**config.mk**
```make
export PLATFORM = sky130hd
export DESIGN_NAME = block_command_splitter
export DESIGN_NICKNAME = d
export VERILOG_FILES = /design/src/bcs_pkg.sv /design/src/block_command_splitter.sv /design/src/bcs_cfg.sv /design/src/bcs_in_stage.sv /design/src/bcs_core.sv
export SDC_FILE = /design/constraint.sdc
export NUM_CORES = 1
export LEC_CHECK = 0
export BUFFER_PORTS_ARGS = -buffer_cell sky130_fd_sc_hd__buf_2
export CAP_MARGIN = 0
export CORE_ASPECT_RATIO = 2
export CORE_MARGIN = 2
export CORE_UTILIZATION = 41
export CTS_BUF_LIST = sky130_fd_sc_hd__clkbuf_16
export DETAILED_ROUTE_END_ITERATION = 12
export SYNTH_ARGS = -nofsm -noshare
export SYNTH_HDL_FRONTEND = slang
export SYNTH_SLANG_ARGS = --single-unit
export TNS_END_PERCENT = 100
```
**constraint.sdc**
```tcl
create_clock -name i_clk -period 27.4 [get_ports i_clk]
set_clock_uncertainty 0.15 [all_clocks]
set_input_delay 1.37 -clock i_clk [delete_from_list [all_inputs] [get_ports i_clk]]
set_output_delay 1.37 -clock i_clk [all_outputs]
set_load 0.01 [all_outputs]
```
**src/bcs_pkg.sv**
```systemverilog
`default_nettype none

package bcs_pkg;

    localparam int PAGE_BITS = 12;
    localparam logic [15:0] MAX_SEGS = 16'd65535;
    localparam int ADDR_W = 4;
    localparam logic [12:0] TABLE_MAX = 13'd4096;

    typedef enum logic [1:0] {
        REG_BLOCK_SHIFT = 2'd0,
        REG_XFER_LIMIT  = 2'd1,
        REG_SEG_TABLE   = 2'd2
    } t_reg_idx;

    // settings as the core sees them
    typedef struct packed {
        logic [4:0]  shift;
        logic [15:0] limit;
        logic [12:0] tsize;
    } t_cfg;

    typedef struct packed {
        logic [23:0] bytes;
        logic        first;
        logic        last;
        logic [62:0] lba;
    } t_seg;

    // max sectors rounded down to whole pages, in blocks:
    // drop every sector bit that sits below the page boundary
    function automatic logic [15:0] f_round_limit(input logic [4:0] sh,
                                                  input logic [15:0] mts);
        logic [15:0] r;
        r = mts;
        for (int i = 0; i < 16; i++) begin
            if (i + int'(sh) < PAGE_BITS) begin
                r[i] = 1'b0;
            end
        end
        return r;
    endfunction

    function automatic logic [12:0] f_table_size(input logic [12:0] t);
        logic [12:0] r;
        if (t == 13'd0) begin
            r = 13'd1;
        end else if (t > TABLE_MAX) begin
            r = TABLE_MAX;
        end else begin
            r = t;
        end
        return r;
    endfunction

endpackage

`default_nettype wire

```
**src/block_command_splitter.sv**
```systemverilog
`default_nettype none

// Block command splitter: takes one scatter-gather segment beat per cycle and
// returns at most one chunk beat for it (start LBA, block count, first segment
// index, segment count, final flag), or a limit error beat when the
// page-rounded max sector count is zero at the first segment of a command.
// A segment passes from input beat to result beat through the input register,
// then the accumulate-and-compare stage that loads the result register, and
// a new segment is taken every cycle as long as the result side is not
// stalled; a stalled result holds the core, which then stalls the input once
// its input register is full. Registers must be written through the APB port
// only while no segment is in flight; the block itself does not enforce this.
module block_command_splitter (
    input  wire logic                       i_clk,
    input  wire logic                       i_rst_n,
    input  wire logic                       psel,
    input  wire logic                       penable,
    input  wire logic                       pwrite,
    input  wire logic [bcs_pkg::ADDR_W-1:0] paddr,
    input  wire logic [31:0]                pwdata,
    output logic [31:0]                     prdata,
    output logic                            pready,
    input  wire logic                       i_in_valid,
    output logic                            o_in_stall,
    input  wire logic [23:0]                i_seg_bytes,
    input  wire logic                       i_first_seg,
    input  wire logic                       i_last_seg,
    input  wire logic [62:0]                i_cmd_start_lba,
    output logic                            o_out_valid,
    input  wire logic                       i_out_stall,
    output logic [62:0]                     o_chunk_lba,
    output logic [31:0]                     o_chunk_blocks,
    output logic [15:0]                     o_chunk_first_index,
    output logic [15:0]                     o_chunk_seg_count,
    output logic                            o_chunk_final,
    output logic                            o_limit_error
);

    bcs_pkg::t_cfg cfg;
    bcs_pkg::t_seg in_seg;
    bcs_pkg::t_seg st_seg;
    logic          st_valid;
    logic          advance;

    assign in_seg.bytes = i_seg_bytes;
    assign in_seg.first = i_first_seg;
    assign in_seg.last  = i_last_seg;
    assign in_seg.lba   = i_cmd_start_lba;

    bcs_cfg u_cfg (
        .i_clk   (i_clk),
        .i_rst_n (i_rst_n),
        .psel    (psel),
        .penable (penable),
        .pwrite  (pwrite),
        .paddr   (paddr),
        .pwdata  (pwdata),
        .prdata  (prdata),
        .pready  (pready),
        .o_cfg   (cfg)
    );

    bcs_in_stage u_in (
        .i_clk     (i_clk),
        .i_rst_n   (i_rst_n),
        .i_valid   (i_in_valid),
        .o_stall   (o_in_stall),
        .i_seg     (in_seg),
        .i_advance (advance),
        .o_valid   (st_valid),
        .o_seg     (st_seg)
    );

    bcs_core u_core (
        .i_clk               (i_clk),
        .i_rst_n             (i_rst_n),
        .i_cfg               (cfg),
        .i_valid             (st_valid),
        .i_seg               (st_seg),
        .o_advance           (advance),
        .o_out_valid         (o_out_valid),
        .i_out_stall         (i_out_stall),
        .o_chunk_lba         (o_chunk_lba),
        .o_chunk_blocks      (o_chunk_blocks),
        .o_chunk_first_index (o_chunk_first_index),
        .o_chunk_seg_count   (o_chunk_seg_count),
        .o_chunk_final       (o_chunk_final),
        .o_limit_error       (o_limit_error)
    );

endmodule

`default_nettype wire

```
**src/bcs_cfg.sv**
```systemverilog
`default_nettype none

module bcs_cfg (
    input  wire logic                       i_clk,
    input  wire logic                       i_rst_n,
    input  wire logic                       psel,
    input  wire logic                       penable,
    input  wire logic                       pwrite,
    input  wire logic [bcs_pkg::ADDR_W-1:0] paddr,
    input  wire logic [31:0]                pwdata,
    output logic [31:0]                     prdata,
    output logic                            pready,
    output bcs_pkg::t_cfg                   o_cfg
);

    logic [4:0]  r_block_shift;
    logic [15:0] r_xfer_sectors;
    logic [12:0] r_seg_table;
    logic        wr_en;
    logic [1:0]  reg_sel;

    assign pready  = 1'b1;
    assign wr_en   = psel && penable && pwrite;
    assign reg_sel = paddr[3:2];

    always_ff @(posedge i_clk) begin
        if (!i_rst_n) begin
            r_block_shift  <= 5'd9;
            r_xfer_sectors <= 16'd1024;
            r_seg_table    <= 13'd128;
        end else if (wr_en) begin
            unique case (reg_sel)
                bcs_pkg::REG_BLOCK_SHIFT: r_block_shift  <= pwdata[4:0];
                bcs_pkg::REG_XFER_LIMIT:  r_xfer_sectors <= pwdata[15:0];
                bcs_pkg::REG_SEG_TABLE:   r_seg_table    <= pwdata[12:0];
                default: ;
            endcase
        end
    end

    always_comb begin
        unique case (reg_sel)
            bcs_pkg::REG_BLOCK_SHIFT: prdata = {27'd0, r_block_shift};
            bcs_pkg::REG_XFER_LIMIT:  prdata = {16'd0, r_xfer_sectors};
            bcs_pkg::REG_SEG_TABLE:   prdata = {19'd0, r_seg_table};
            default:                  prdata = 32'd0;
        endcase
    end

    assign o_cfg.shift = r_block_shift;
    assign o_cfg.limit = bcs_pkg::f_round_limit(r_block_shift, r_xfer_sectors);
    assign o_cfg.tsize = bcs_pkg::f_table_size(r_seg_table);

endmodule

`default_nettype wire

```
**src/bcs_in_stage.sv**
```systemverilog
`default_nettype none

module bcs_in_stage (
    input  wire logic          i_clk,
    input  wire logic          i_rst_n,
    input  wire logic          i_valid,
    output logic               o_stall,
    input  wire bcs_pkg::t_seg i_seg,
    input  wire logic          i_advance,
    output logic               o_valid,
    output bcs_pkg::t_seg      o_seg
);

    logic          r_valid;
    bcs_pkg::t_seg r_seg;
    logic          take;

    // holding a beat that the core cannot take yet
    assign o_stall = r_valid && !i_advance;
    assign take    = i_valid && !o_stall;

    always_ff @(posedge i_clk) begin
        if (!i_rst_n) begin
            r_valid <= 1'b0;
        end else if (take) begin
            r_valid <= 1'b1;
        end else if (i_advance) begin
            r_valid <= 1'b0;
        end
    end

    always_ff @(posedge i_clk) begin
        if (take) begin
            r_seg <= i_seg;
        end
    end

    assign o_valid = r_valid;
    assign o_seg   = r_seg;

endmodule

`default_nettype wire

```
**src/bcs_core.sv**
```systemverilog
`default_nettype none

module bcs_core (
    input  wire logic          i_clk,
    input  wire logic          i_rst_n,
    input  wire bcs_pkg::t_cfg i_cfg,
    input  wire logic          i_valid,
    input  wire bcs_pkg::t_seg i_seg,
    output logic               o_advance,
    output logic               o_out_valid,
    input  wire logic          i_out_stall,
    output logic [62:0]        o_chunk_lba,
    output logic [31:0]        o_chunk_blocks,
    output logic [15:0]        o_chunk_first_index,
    output logic [15:0]        o_chunk_seg_count,
    output logic               o_chunk_final,
    output logic               o_limit_error
);

    logic [15:0] r_seg_number, n_seg_number;
    logic [11:0] r_seg_in_table, n_seg_in_table;
    logic [62:0] r_base_lba, n_base_lba;
    logic [31:0] r_done_blocks, n_done_blocks;
    logic [31:0] r_acc_blocks, n_acc_blocks;
    logic [15:0] r_acc_segs, n_acc_segs;
    logic [15:0] r_start_index, n_start_index;
    logic        r_dropped, n_dropped;

    logic        r_out_valid, n_out_valid;
    logic [62:0] r_lba, n_lba;
    logic [31:0] r_blocks, n_blocks;
    logic [15:0] r_first_idx, n_first_idx;
    logic [15:0] r_seg_cnt, n_seg_cnt;
    logic        r_final, n_final;
    logic        r_err, n_err;

    logic [15:0] eff_seg_number;
    logic [11:0] eff_seg_in_table;
    logic [31:0] eff_acc_blocks;
    logic [15:0] eff_acc_segs;
    logic [15:0] eff_start_index;
    logic [31:0] eff_done_blocks;
    logic [31:0] seg_blocks;
    logic [32:0] sum;
    logic [31:0] acc_new;
    logic [16:0] num;
    logic [12:0] sit_inc;
    logic        table_hit;
    logic        is_last;
    logic        close;
    logic        lim_err;
    logic        skip;
    logic [62:0] cur_lba;
    logic        emit;

    assign o_advance = i_valid && (!r_out_valid || !i_out_stall);

    always_comb begin
        // a first segment sees a freshly cleared command
        eff_seg_number   = i_seg.first ? 16'd0 : r_seg_number;
        eff_seg_in_table = i_seg.first ? 12'd0 : r_seg_in_table;
        eff_acc_blocks   = i_seg.first ? 32'd0 : r_acc_blocks;
        eff_acc_segs     = i_seg.first ? 16'd0 : r_acc_segs;
        eff_start_index  = i_seg.first ? 16'd0 : r_start_index;
        eff_done_blocks  = i_seg.first ? 32'd0 : r_done_blocks;
        cur_lba          = i_seg.first ? i_seg.lba : (r_base_lba + {31'd0, r_done_blocks});

        seg_blocks = {8'd0, i_seg.bytes >> i_cfg.shift};
        sum        = {1'b0, eff_acc_blocks} + {1'b0, seg_blocks};
        acc_new    = sum[32] ? 32'hFFFF_FFFF : sum[31:0];
        num        = {1'b0, eff_seg_number} + 17'd1;
        is_last    = i_seg.last || (num >= {1'b0, bcs_pkg::MAX_SEGS});
        sit_inc    = {1'b0, eff_seg_in_table} + 13'd1;
        table_hit  = sit_inc >= i_cfg.tsize;
        close      = table_hit || is_last || (acc_new >= {16'd0, i_cfg.limit});
        lim_err    = i_seg.first && (i_cfg.limit == 16'd0);
        skip       = !i_seg.first && r_dropped;
    end

    always_comb begin
        n_seg_number   = r_seg_number;
        n_seg_in_table = r_seg_in_table;
        n_base_lba     = r_base_lba;
        n_done_blocks  = r_done_blocks;
        n_acc_blocks   = r_acc_blocks;
        n_acc_segs     = r_acc_segs;
        n_start_index  = r_start_index;
        n_dropped      = r_dropped;
        n_lba          = r_lba;
        n_blocks       = r_blocks;
        n_first_idx    = r_first_idx;
        n_seg_cnt      = r_seg_cnt;
        n_final        = r_final;
        n_err          = r_err;
        emit           = 1'b0;

        if (o_advance) begin
            if (i_seg.first) begin
                n_seg_number   = 16'd0;
                n_seg_in_table = 12'd0;
                n_base_lba     = i_seg.lba;
                n_done_blocks  = 32'd0;
                n_acc_blocks   = 32'd0;
                n_acc_segs     = 16'd0;
                n_start_index  = 16'd0;
                n_dropped      = 1'b0;
            end
            if (lim_err) begin
                n_dropped   = 1'b1;
                emit        = 1'b1;
                n_lba       = 63'd0;
                n_blocks    = 32'd0;
                n_first_idx = 16'd0;
                n_seg_cnt   = 16'd0;
                n_final     = 1'b0;
                n_err       = 1'b1;
            end else if (!skip) begin
                n_acc_blocks   = acc_new;
                n_acc_segs     = eff_acc_segs + 16'd1;
                n_seg_number   = num[15:0];
                n_seg_in_table = table_hit ? 12'd0 : sit_inc[11:0];
                if (close) begin
                    emit          = 1'b1;
                    n_lba         = cur_lba;
                    n_blocks      = acc_new;
                    n_first_idx   = eff_start_index;
                    n_seg_cnt     = eff_acc_segs + 16'd1;
                    n_final       = is_last;
                    n_err         = 1'b0;
                    n_done_blocks = eff_done_blocks + acc_new;
                    n_acc_blocks  = 32'd0;
                    n_acc_segs    = 16'd0;
                    n_start_index = num[15:0];
                    if (is_last) begin
                        n_dropped = 1'b1;
                    end
                end
            end
        end
    end

    always_comb begin
        if (o_advance) begin
            n_out_valid = emit;
        end else if (r_out_valid && !i_out_stall) begin
            n_out_valid = 1'b0;
        end else begin
            n_out_valid = r_out_valid;
        end
    end

    always_ff @(posedge i_clk) begin
        if (!i_rst_n) begin
            r_seg_number   <= 16'd0;
            r_seg_in_table <= 12'd0;
            r_base_lba     <= 63'd0;
            r_done_blocks  <= 32'd0;
            r_acc_blocks   <= 32'd0;
            r_acc_segs     <= 16'd0;
            r_start_index  <= 16'd0;
            r_dropped      <= 1'b0;
            r_out_valid    <= 1'b0;
        end else begin
            r_seg_number   <= n_seg_number;
            r_seg_in_table <= n_seg_in_table;
            r_base_lba     <= n_base_lba;
            r_done_blocks  <= n_done_blocks;
            r_acc_blocks   <= n_acc_blocks;
            r_acc_segs     <= n_acc_segs;
            r_start_index  <= n_start_index;
            r_dropped      <= n_dropped;
            r_out_valid    <= n_out_valid;
        end
    end

    always_ff @(posedge i_clk) begin
        r_lba       <= n_lba;
        r_blocks    <= n_blocks;
        r_first_idx <= n_first_idx;
        r_seg_cnt   <= n_seg_cnt;
        r_final     <= n_final;
        r_err       <= n_err;
    end

    assign o_out_valid         = r_out_valid;
    assign o_chunk_lba         = r_lba;
    assign o_chunk_blocks      = r_blocks;
    assign o_chunk_first_index = r_first_idx;
    assign o_chunk_seg_count   = r_seg_cnt;
    assign o_chunk_final       = r_final;
    assign o_limit_error       = r_err;

    a_err_not_final: assert property (@(posedge i_clk) disable iff (!i_rst_n)
        (r_out_valid && r_err) |-> !r_final)
        else $error("limit error beat marked final");

    a_chunk_has_segs: assert property (@(posedge i_clk) disable iff (!i_rst_n)
        (r_out_valid && !r_err) |-> (r_seg_cnt != 16'd0))
        else $error("chunk with no segments");

    a_final_drops: assert property (@(posedge i_clk) disable iff (!i_rst_n)
        (emit && n_final && !n_err) |=> r_dropped)
        else $error("command still open after final chunk");

    a_no_overwrite: assert property (@(posedge i_clk) disable iff (!i_rst_n)
        (r_out_valid && i_out_stall) |-> !o_advance)
        else $error("core advanced over a stalled result");

endmodule

`default_nettype wire

```
# Word level (Yosys, flattened, before mapping)
# Cells that the tools add are included.
# word_totals
reg_bits,442
inputBits,132
out_inout_bits,164
wordCells,164
# classes
addsub,21
n_lt_le_gt_ge,20
eq_ne,3
n_shift,1
n_mux,68
n_reduce_logical,28
# ops
cell,n
$lt A32 B5 Y1 const B,15
$mux W32,11
$mux W16,15
$mux W63,3
$add A63 B32 Y63,1
$add A4 B5 Y6 const A,8
$mux W12,4
$pmux W16 S3,1
$add A32 B24 Y33,1
$add A32 B32 Y32,1
$ge A32 B16 Y1,1
$mux W1,32
$mux W13,2
$add A3 B5 Y6 const A,4
$shr A24 B5 Y24,1
$add A16 B1 Y17 const B,1
$ge A17 B16 Y1 const B,1
$add A16 B1 Y16 const B,1
$logic_not A16 Y1,1
$add A12 B1 Y13 const B,1
$ge A13 B13 Y1,1
$gt A13 B13 Y1 const B,1
$logic_not A13 Y1,1
$add A2 B5 Y6 const A,2
12 further kinds,31

# Longest topological paths before layout
# Gate-level depths: netlist of the first run.
# logic_depth
word_depth,10
mapped_depth,34
mapped_depth_nobuf,30

# Hierarchy
# A second synthesis of the first run with hierarchy kept.
# unflattened
cells_unflattened,2787
hier_area_um2,25846.0
# by_module_without_submodules
module,instances,cells_each,area_each_um2,seq_area_each_um2
bcs_core,1,2373,20708.6,7657.3
bcs_in_stage,1,93,2720.1,2692.6
bcs_cfg,1,321,2417.3,680.7

# Worst setup path before layout of the first run
# Ideal clock, no wire load.
# synth_path
path_kind,reg2reg
from,register u_cfg.r_block_shift[0]
to,"register u_core.r_blocks[0] (netlist: u_core.o_chunk_blocks[0]), enable pin"
setup_ns,0.660
arrival_ns,12.294
required_ns,26.590
setup_slack_ns,14.296
path_stages_with_launch,33
path_buffers,6
period_less_slack_ns,13.104
cell_sequence,dfxtp_1 > clkbuf_1 > buf_1 > clkbuf_1 > mux4_2 > nand2_1 > nand2_1 > o21ai_0 > o22ai_1 > ha_1 > fa_1 > a211oi_2 > o211ai_2 > nand4_1 > nand2_2 > a22o_1 > clkbuf_1 > nor2_1 > inv_1 > ha_1 > a21o_1 > a21o_1 > a2111oi_0 > o221ai_1 > a21oi_1 > and2_1 > nand4_1 > or4_1 > or4_4 > buf_6 > clkbuf_1 > nand2_1 > a21oi_1
# synth_between
elab_chain_cells,7
word_cells_on_any_way,57
classes_between,add/sub: 16; order compare: 17; eq/ne: 1; shift: 1; mux: 17; reduce/logical: 5
# synth_lines
item,line,rtl
"start, declared",bcs_cfg.sv:16,logic [4:0] r_block_shift;
"start signal, assigned",bcs_cfg.sv:33,bcs_pkg::REG_BLOCK_SHIFT: r_block_shift <= pwdata[4:0];
$shr A24 B5 Y24,bcs_core.sv:68,"seg_blocks = {8'd0, i_seg.bytes >> i_cfg.shift};"
$add A32 B24 Y33,bcs_core.sv:69,"sum = {1'b0, eff_acc_blocks} + {1'b0, seg_blocks};"
$mux W32,bcs_core.sv:70,acc_new = sum[32] ? 32'hFFFF_FFFF : sum[31:0];
named net u_core.acc_new[9],bcs_core.sv:45,logic [31:0] acc_new;
$ge A32 B16 Y1,bcs_core.sv:75,"close = table_hit || is_last || (acc_new >= {16'd0, i_cfg.limit});"
$logic_or A1 B1 Y1,bcs_core.sv:75,
$reduce_bool A2 Y1 (no line),--,
$reduce_and A3 Y1 (no line),--,
"end signal, assigned",bcs_core.sv:178,r_blocks <= n_blocks;
"end, declared",bcs_core.sv:31,"logic [31:0] r_blocks, n_blocks;"
# The timed path passes the listed nets, and every way through them passes these cells.
# A chain may end at the register's enable or synchronous reset.

# Worst setup path in the final report of the first run
# layout_path
from,register u_cfg.r_block_shift[1]
to,"register u_core.r_lba[45] (netlist: u_core.o_chunk_lba[45]), enable pin"
# layout_between
elab_chain_cells,7
word_cells_on_any_way,57
classes_between,add/sub: 16; order compare: 17; eq/ne: 1; shift: 1; mux: 17; reduce/logical: 5
# layout_lines
item,line,rtl
$shr A24 B5 Y24,bcs_core.sv:68,
$add A32 B24 Y33,bcs_core.sv:69,
$mux W32,bcs_core.sv:70,
named net u_core.acc_new[9],bcs_core.sv:45,
$ge A32 B16 Y1,bcs_core.sv:75,
$logic_or A1 B1 Y1,bcs_core.sv:75,
$reduce_bool A2 Y1 (no line),--,
$reduce_and A3 Y1 (no line),--,
"end signal, assigned",bcs_core.sv:177,r_lba <= n_lba;
"end, declared",bcs_core.sv:30,"logic [62:0] r_lba, n_lba;"
# The timed path passes the listed nets, and every way through them passes these cells.

==> results of run 1 <==
-- how the worst max path moves through the flow --
| stage | startpoint | end |
|---|---|---|
| global placement | u_cfg.r_block_shift[1] | u_core.o_chunk_lba[56] |
| global route | u_cfg.r_block_shift[1] | u_core.o_chunk_lba[45] |
| floorplan | u_cfg.r_block_shift[0] | u_core.o_chunk_blocks[0] |
| detailed placement | u_cfg.r_block_shift[1] | u_core.o_chunk_lba[51] |
| finish | u_cfg.r_block_shift[1] | u_core.o_chunk_lba[45] |
| CTS | u_cfg.r_block_shift[1] | u_core.o_chunk_lba[45] |
-- cells by family (layout without fill, tap and decap cells) --
| family | after synthesis | after routing |
|---|---|---|
| buffers and inverters | 241 | 434 |
| AOI/OAI and AO/OA | 713 | 713 |
| adders and majority gates | 133 | 133 |
| muxes | 67 | 67 |
| xor gates and xnor gates | 139 | 139 |
| and+or+nand+nor | 1074 | 1074 |
| DFF | 442 | 442 |
| other | 2 | 24 |
-- layer usage --
layer	track usage [%]	vias up
met5	0	-
met3	4.27	193
met4	13.2	4
met1	23.6	10265
li1	-	10395
met2	43.4	657
-- report_power, final --
part | switching (W) | leakage, nW | total (W) | internal [W]
clock network | 0.000279 | 0.768 | 0.000644 | 0.000365
registers | 0.0000153 | 3.88 | 0.000741 | 0.000725
logic | 0.000112 | 7.02 | 0.000170 | 0.0000581
-- stage by stage --
step,hold slack [ns],util (%),total power [W]
2_1_floorplan,0.271,-,0.000865
3_3_place_gp,0.284,44.2,0.000921
3_5_place_dp,0.286,44.2,0.000925
4_1_cts,0.302,46.7,0.00157
5_1_grt,0.316,46.7,0.00161
6_report,0.297,46.7,0.00155
-- cell type report --
type	count	area share, %
inverter	65	0.856
tap	786	3.42
timing repair buffer	287	5.22
sequential	442	38.3
multi-input combinational	2143	46.9
antenna	7	0.0608
clock inverter	36	1.26
clock buffer	46	4.00
-- critical path, delay by kind of cell (launching register included) --
kind,cells,cell delay (ns)
AOI/OAI and AO/OA,12,2.54
adders and majority gates,2,0.85
buffers and inverters,3,0.88
DFF,1,0.95
muxes,1,0.31
and+or+nand+nor,10,2.72
-- sequential cells by signal (all words and copies together), names as in the netlist, 13 cells and up --
register / count
u_core.o_chunk_blocks: 32
u_cfg.r_xfer_sectors: 16
u_core.r_base_lba: 63
u_core.r_seg_number: 16
u_core.r_done_blocks: 32
u_core.o_chunk_first_index: 16
u_in.o_seg: 89
u_cfg.r_seg_table: 13
u_core.o_chunk_seg_count: 16
u_core.r_acc_segs: 16
u_core.r_start_index: 16
u_core.r_acc_blocks: 32
u_core.o_chunk_lba: 63
-- cells in the final DEF, fill, tap and decap left out, types with 68 or more instances in the layout --
cell,synthesis,final
a21oi_1,287,286
ha_1,130,130
nor2b_1,107,106
nor2_1,236,235
inv_1,63,68
dfxtp_1,224,223
edfxtp_1,218,218
xnor2_1,85,85
buf_2,5,260
nand2_1,408,406
o21ai_0,100,100
==> results.yml, run 1 <==
cts:
  cts.repair.resized: 0
  clock_latency_ns: 0.59
  htreeDepth: 2
  clk_path_buf_depth: 3
  ctsRootBufferMaster: "clkbuf_16"
  post_cts_buffers: 0
  clk_pin_slew_ns: 0.07
  clock-sinks: 442
  cts_tree: "yes"
  cts_buffers: 44
  holdBufCountCts: 0
timing:
  drv_slew: 0
  slew_headroom_pct: 18.8
  fmax_ghz: 0.112
  fin_crit_sh_pct: 32.7
  setup_tns_ns: 0
  rsz0062_at_grt: "false"
  hold_viol: 0
  layout_setup_ws_ns: 18.45
  fin_crit_ns: 8.95
  finalSetupViolCount: 0
  worst_pin_slew_ns: 1.21
floorplan:
  fp.dieH_um: 356
  io_pins: 296
  core_area_um2: 61700
  start_util_pct: 41.2
  dieArea_um2: 64200
  dieWidth_um: 180
  num_rows: 129
drt:
  top_layer: "met5"
  dr.first_iter.drc_count: 1416
  viasPerCell: 5.64
  wl_per_cell_um: 19.9
  first_pass_iters: 6
  route.vias.total: 21514
  wl_met1_um: 27300
  route.met3.wl_um: 4120
  drcViolationCount: 0
  ant_nets: 0
  wl_met2_um: 40000
  routed_wl_um: 76000
pwr:
  power_density_nw_per_um2: 54.0
  peakVddDrop_v: 0.0000580
  p_leak_nw: 11.7
finish:
  nFillCells: 5972
  drive_gt1_share_pct: 14.0
  syn2layout_area_growth_pct: 13.2
  finalInstanceArea_um2: 28800
  register_area_um2: 11000
  multi_input_area_um2: 13500
  nNetsFinal: 3248
  stdcell_count: 3812
synth:
  yosys.area.top_type: "edfxtp_1"
  synthAdderAreaFrac_pct: 6.63
  muxShareOfSynthArea_pct: 3.25
  synth_compound_area_share_pct: 18.0
  ys.flop_type: "dfxtp_1"
  synthArstFlopShare_pct: 0
  seq_area_frac_synth_pct: 43.4
  synthSimpleGateAreaFrac_pct: 20.0
  yosys-top-cells-area: "edfxtp_1 (26%), dfxtp_1 (18%), ha_1 (6.4%)"
  synth_most_common_cell: "nand2_1"
  ys_ff_latch: 442
  synth_edf_count: 218
  netlist_area_um2: 25400
  ys_types: 88
  syn_avg_cell_area_um2: 9.05
  yosysWarnings: 0
  synth-xor-area-share_pct: 4.79
  synth_top_area_share_pct: 25.7
  synth_top_family_by_area: "simple AND/OR/NAND/NOR gates"
  synth_commonest_cells: "nand2_1 (408), a21oi_1 (287), nor2_1 (236)"
  synthCells: 2811
setup_path:
  r2r-start: "u_cfg.r_block_shift[1]"
  cp-end-kind: "register"
  rr_worst_depth: 28
  critPathMaxStageDelay_ns: 0.95
  r2r_end: "u_core.o_chunk_lba[45]"
  arrival_ns: 9.00
  slowest_stage: "dfxtp_2"
  worstSetupStartpointType: "register"
  cp_max_fo: 63
  crit_required_ns: 27.45
  worst-setup-path-type: "reg -> reg"
  rrSetupSlack_ns: 18.45
grt:
  grt_pass1_vias: 21485
  grt_max_degree: 97
  track_usage_pct: 23.0
  antenna_found_initial: 9
  grt_overflow: 0
  grt_pass1_wl_um: 117000
placement:
  port_buffers: 260
  placed_area_um2: 27300
  pre_cts_slack_ns: 18.54
  place_hpwl_um: 55500
  place_inst: 3723
  place.gp.congestion: 0.904
outcome:
  status: "completed"
worst_hold_path:
  holdPathStages: 2
  holdCritPathClass: "reg -> reg"
  min_from: "u_core.r_acc_blocks[6]"
  hold_end: "u_core.r_acc_blocks[6]"
run:
  drv_cap: 0
Power figures use the tool's default switching activity.
==> run 2, diff against run 1 <==
==> constraint.sdc (replaced) <==
create_clock -name i_clk -period 8.3 [get_ports i_clk]
set_clock_uncertainty 0.15 [all_clocks]
set_input_delay 0.415 -clock i_clk [delete_from_list [all_inputs] [get_ports i_clk]]
set_output_delay 0.415 -clock i_clk [all_outputs]
set_load 0.01 [all_outputs]
==> results.yml, run 2 (synthesized netlist as in run 1, its figures left out) <==
outcome:
  status: "completed"
finish:
  layout_common_cells: "nand2_1 (406), a21oi_1 (286), buf_2 (260)"
  stdcell_count: 3935
  nNetsFinal: 3379
  largest_reg_flops: 89
  syn2layout_area_growth_pct: 18.4
  nFillCells: 5826
  final_common_cell: "nand2_1"
  drive_gt1_share_pct: 14.2
  utilization_pct: 48.9
  antenna_cells: 0
floorplan:
  io_pins: 296
  core_area_um2: 61700
  start_util_pct: 41.2
  dieArea_um2: 64200
  dieWidth_um: 180
  num_rows: 129
  fp.dieH_um: 356
drt:
  viasPerCell: 5.60
  first_pass_iters: 6
  dr.first_iter.drc_count: 1284
  drcViolationCount: 0
  route.vias.total: 22045
  wl_per_cell_um: 19.5
  ant_nets: 0
  routed_wl_um: 76800
placement:
  port_buffers: 260
  place_inst: 3748
  place.gp.congestion: 0.914
  place_hpwl_um: 56100
timing:
  setup_tns_ns: 0
  worst_pin_slew_ns: 1.13
  fin_crit_ns: 7.89
  slew_headroom_pct: 24.6
  fin_crit_sh_pct: 95.1
  rsz0062_at_grt: "false"
  drv_slew: 0
  whs_ns: 0.0447
  finalSetupViolCount: 0
  fmax_ghz: 0.127
  hold_viol: 0
grt:
  antenna_found_initial: 0
  track_usage_pct: 23.3
  grt_pass1_vias: 22395
  grt_overflow: 0
  grt_max_degree: 79
  grt_pass1_wl_um: 119000
cts:
  clock-sinks: 442
  cts_tree: "yes"
  clk_pin_slew_ns: 0.07
  ctsRootBufferMaster: "clkbuf_16"
  htreeDepth: 2
  clock_latency_ns: 0.58
  clk_path_buf_depth: 3
  post_cts_buffers: 0
  cts_buffers: 44
setup_path:
  rrSetupSlack_ns: 0.41
  crit_required_ns: 8.62
  arrival_ns: 8.21
  cp-end-kind: "register"
  r2r-start: "u_cfg.r_block_shift[0]"
  worst-setup-path-type: "reg -> reg"
  critPathMaxStageDelay_ns: 0.61
  cp_max_fo: 38
  worstSetupStartpointType: "register"
  crit_path_start: "u_cfg.r_block_shift[0]"
  slowest_stage: "or4_4"
pwr:
  power_density_nw_per_um2: 175
  total_power_w: 0.00526
  p_leak_nw: 12.3
  peakVddDrop_v: 0.000178
run:
  drv_cap: 0
worst_hold_path:
  min_from: "i_out_stall"
  holdCritPathClass: "in -> reg"
-- run 2: timing repair --
| item | CTS | global route |
|---|---|---|
| gates resized for setup | 0 | 4 |
| endpoints found under the hold margin | 123 | 0 |
| endpoints found under the setup margin | 0 | 166 |
| hold buffers | 106 | 0 |
-- run 2: through the flow --
step | area (um2) | setup WS, ns
global route | 30100 | 0.00410
floorplan | 25500 | 0.0446
CTS | 30100 | 0.380
detailed placement | 27500 | 0.378
finish | 30100 | 0.409
global placement | 27500 | 0.393
-- run 2: worst paths after layout --
kind                                    to  depth (start not counted)
hold / removal          u_core.o_out_valid                          3
setup reg to reg  u_core.r_done_blocks[24]                         29
hold reg to reg   u_core.r_start_index[15]                          2
setup / recovery  u_core.r_done_blocks[24]                         29
-- run 2: where the power goes --
group	switching (W)	internal [W]	leakage, nW
Sequential	0.0000547	0.00239	3.88
Combinational	0.000373	0.000234	7.60
Clock	0.000912	0.00129	0.787
-- run 2: per-layer routing --
metal | track usage [%] | part of all wire [%] | routed length, um
met5 | 0 | 0 | 0
met4 | 13.9 | 6.3 | 4810
met2 | 43.9 | 52 | 39800
met1 | 24.3 | 37 | 28300
met3 | 3.47 | 5.1 | 3900
-- run 2: area by class of cell --
class	instances	area, um2	area share [%]
multi-input cells	2143	13500	44.8
repair buffers	418	2800	9.30
inverters	65	246	0.818
flip-flops and latches	442	11000	36.6
well taps	786	983	3.26
clock inverters	35	412	1.37
clock buffers	46	1150	3.82
-- run 2: critical path, delay by kind of cell, from the launching register on --
family,cells,cell delay [ns]
AND/OR/NAND/NOR,11,2.87
AO/OA/AOI/OAI,11,2.60
buffers and inverters,5,1.00
adder cells (fa/ha/maj),2,0.73
flip-flops,1,0.34
